`src/design/salc_ram.sv`:
```
// generic single-write, single-read ram with registered read data
module salc_ram #(
  parameter int WIDTH = 8,
  parameter int DEPTH = 16
) (
  input  logic                                      clk,
  input  logic                                      wr_en,
  input  logic [((DEPTH > 1) ? $clog2(DEPTH) : 1)-1:0] wr_addr,
  input  logic [WIDTH-1:0]                          wr_data,
  input  logic                                      rd_en,
  input  logic [((DEPTH > 1) ? $clog2(DEPTH) : 1)-1:0] rd_addr,
  output logic [WIDTH-1:0]                          rd_data
);

  logic [WIDTH-1:0] mem_r [DEPTH];
  logic [WIDTH-1:0] rd_data_r;

  always_ff @(posedge clk) begin
    if (wr_en) begin
      mem_r[wr_addr] <= wr_data;
    end
    if (rd_en) begin
      rd_data_r <= mem_r[rd_addr];
    end
  end

  assign rd_data = rd_data_r;

endmodule

```
`config.mk`:
```
export PLATFORM = sky130hd
export DESIGN_NAME = salc_ram
export DESIGN_NICKNAME = d
export VERILOG_FILES = /design/src/design/salc_ram.sv
export SDC_FILE = /design/constraint.sdc
export NUM_CORES = 1
export LEC_CHECK = 0
export BUFFER_PORTS_ARGS = -buffer_cell sky130_fd_sc_hd__buf_2
export CAP_MARGIN = 20
export CORE_UTILIZATION = 30
export CTS_BUF_LIST = sky130_fd_sc_hd__clkbuf_4 sky130_fd_sc_hd__clkbuf_8
export DETAILED_ROUTE_END_ITERATION = 10
export SYNTH_ARGS = -nofsm -noshare
export SYNTH_HDL_FRONTEND = slang
export SYNTH_SLANG_ARGS = --single-unit
```
`constraint.sdc`:
```
create_clock -name clk -period 2.1 [get_ports clk]
set_clock_uncertainty 0.1 [all_clocks]
set_input_delay 0.42 -clock clk [delete_from_list [all_inputs] [get_ports clk]]
set_output_delay 0.42 -clock clk [all_outputs]
set_load 0.01 [all_outputs]
```
# After elaboration in Yosys (flattened, before gate mapping)
# Memories as Yosys holds them, arrays and structs flattened. A register that Yosys moved wholly into a read port is not among the register bits.
# Index checks and enable logic that the tools add are counted.
# totals
in_bits	19
elab_cells	3
ram_bits	128
mem_count	1
out_inout_bits	8
reg_bits	0
# classes
mux	2
# mem_list
memory	words	width	read_ports	rd_clocked_by_memory_dff	write_ports	line	text
mem_r	16	8	1	1	1	15	logic [WIDTH-1:0] mem_r [DEPTH];
# ops
cell	n
$mux 1	2

# Depth between registers and ports, before layout
# logic_depth
word_depth	2
depth_mapped	5
depth_no_buf	3

# Least setup slack after synthesis
# No wires, ideal clock.
# synth_path
kind	input port to flip-flop
start	input wr_addr[2] (netlist name)
end	memory mem_r[0][0], enable pin
t_arrival_ns	1.530
path_buffers	0
required_ns	1.617
slack_ns	0.087
stages	2
path_cell_list	or3b_2 nor3_1
# synth_lines
element	line	text
start: declaration	8	input logic [((DEPTH > 1) ? $clog2(DEPTH) : 1)-1:0] wr_addr,
end: declaration	15	
# Straight into the memory's write port.

==> flow_summary.toml <==
[grt]
overflow = 0
grt_first_pass_wirelength_mm = 15.2
grt_pass1_vias = 2611
antenna_found_initial = 0
grt_max_degree = 24
grt_usage = 0.121

[power]
powerDensity_nw_per_um2 = 870
vdd_drop_max_mv = 0.447
leakage_nw = 2.06

[sta]
worstMarginPinSlew_ns = 0.387
finalCriticalPeriod_ns = 1.66
layout_setup_ws_ns = 0.436
hold_ws_ns = 0.271
setup_violations = 0
hold_violations = 0
rsz0062_at_grt = "no"
drv_slew = 0
relSlewSlack = 0.741
fmax_mhz = 601
fin_crit_sh = 0.792

[floorplanning]
die-area_um2 = 18000
die_y_um = 134
start_util = 0.311
ioPinCount = 27
num_rows = 47
coreArea_um2 = 16800
die_width_um = 134

[final_layout]
fin_cells = 525
area_growth_pct = 17.9
fillers = 1567
drive_gt1_frac = 0.334
nets = 311
final_core_util = 0.367
diodes = 0

[yosys]
ys_seq_elements = 136
synth_top_area_frac = 0.781
syn_area_um2 = 5230
synth-seq-area-share = 0.781
synth_top_area_cell = "edfxtp_1"
post-synth-top-count-cell = "edfxtp_1"
synth_common_cells = "136 x edfxtp_1, 18 x mux4_2, 16 x a22oi_1"
synth-edff-count = 136
postSynthCellCount = 229
synth_cell_type_count = 18
synth_nets = 248
synth.area.top_cells = "edfxtp_1 78%, mux4_2 7.8%, mux4_1 7.0%, a22oi_1 2.3%, nor2_1 0.93%"
ys_warn_count = 0
synth_ff_type = "edfxtp_1"
syn_area_per_cell_um2 = 22.8
synthArstFlopShare = 0

[route]
routed_wl_mm = 10.1
vias_per_cell = 4.73
drc = 0
ant_nets = 0
first_iter_violations = 225
wl_per_cell_um = 19.2
dr.pass1.iters = 6
vias = 2483

[place]
place.gp.congestion = 0.703
hpwl_mm = 6.73
dp_slack_ns = -0.0149
dp_cells = 493
io_buffers = 26

[cts]
ctsHoldBuffers = 0
postCtsSetupBuffers = 0
cts_buffers = 17
cts.clk_slew.worst_paths_ns = 0.07
clock-sinks = 136
cts_resized = 0
cts_tree = "built"
clkLatencyLatePin_ns = 0.42
cts-root-buf = "clkbuf_8"
cts.path.max_buffers = 2
htree_levels = 4

[critical_path]
crit_chain = "buf_2 > buf_12 > mux4_1 > a22oi_1 > nand2_1"
cp.buffers_inverters = 2
endpoint_kind = "flip-flop"
critPathRequiredTime_ns = 2.16
path_class = "input port to flip-flop"
cp_slowest_stage_delay_ns = 0.57
cpMaxStageDelayCell = "mux4_1"
crit_arrival_ns = 1.72
rrSetupSlack_ns = 0.44
worstPathMaxFanout = 19
cp_top_family = "multiplexers"
startpoint_type = "input port"

[run_status]
outcome = "complete, no violations"

[run]
maxCapViolCount = 0

[hold_path]
hold_path_class = "input port to flip-flop"
==> where the power goes <==
part | switching (mW) | internal [mW] | total (mW)
registers | 0.0159 | 3.06 | 3.07
clock network | 0.906 | 1.09 | 1.99
logic | 0.166 | 0.134 | 0.300
total | 1.09 | 4.28 | 5.36
==> flip-flops by register name, summed over array words and instances (netlist names) <==
signal   flops
mem_r      128
rd_data      8
==> worst paths after layout <==
kind	startpoint	end	depth (start not counted)
worst max register to register	mem_r[2][7]$_DFFE_PP_	rd_data[7]$_DFFE_PP_	4
worst min register to register	mem_r[15][7]$_DFFE_PP_	rd_data[7]$_DFFE_PP_	3
worst min-delay path	rd_en	rd_data[0]$_DFFE_PP_	1
worst max-delay path	rd_addr[0]	rd_data[4]$_DFFE_PP_	5
==> layout by cell type (no fill, tap or decap), types with 9 or more instances in the layout <==
master | Yosys | final
edfxtp_1 | 136 | 136
buf_2 | 3 | 26
buf_4 | 1 | 25
mux4_2 | 18 | 18
clkbuf_8 | 0 | 17
a22oi_1 | 16 | 16
mux4_1 | 14 | 14
nor2_1 | 13 | 13
nand2_1 | 9 | 9
==> stage by stage <==
step	power, mW	instance area (µm²)	TNS, ns
detailed placement	3.44	5790	-0.0149
CTS	5.42	6160	0
global route	5.55	6160	0
global placement	3.43	5790	-0.00138
floorplan	3.29	5230	0
finish	5.36	6160	0
==> final cells by class <==
class / count / area [µm²] / share of cell area
well taps: 220 / 275 / 0.0447
clock buffers: 21 / 264 / 0.0428
clock inverters: 11 / 106 / 0.0173
multi-input cells: 83 / 1060 / 0.172
repair buffers: 54 / 378 / 0.0613
flip-flops and latches: 136 / 4080 / 0.662
==> routing by layer <==
layer  vias up  global-route usage  routed length (µm)
met5         -                   0                   0
met4         0              0.0436                  90
met3         7              0.0344                 437
met2        58               0.192                4940
met1      1311               0.157                4620
li1       1107                   -                   -
==> kinds of logic (layout without fill, tap and decap cells) <==
group                  after synthesis  count (layout)  synth area share
buffers and inverters               10              86            0.0165
muxes                               32              32             0.148
and+or+nand+nor                     35              35            0.0314
AOI/OAI and AO/OA                   16              16            0.0230
DFF                                136             136             0.781
(Power assumes the default switching activity.)
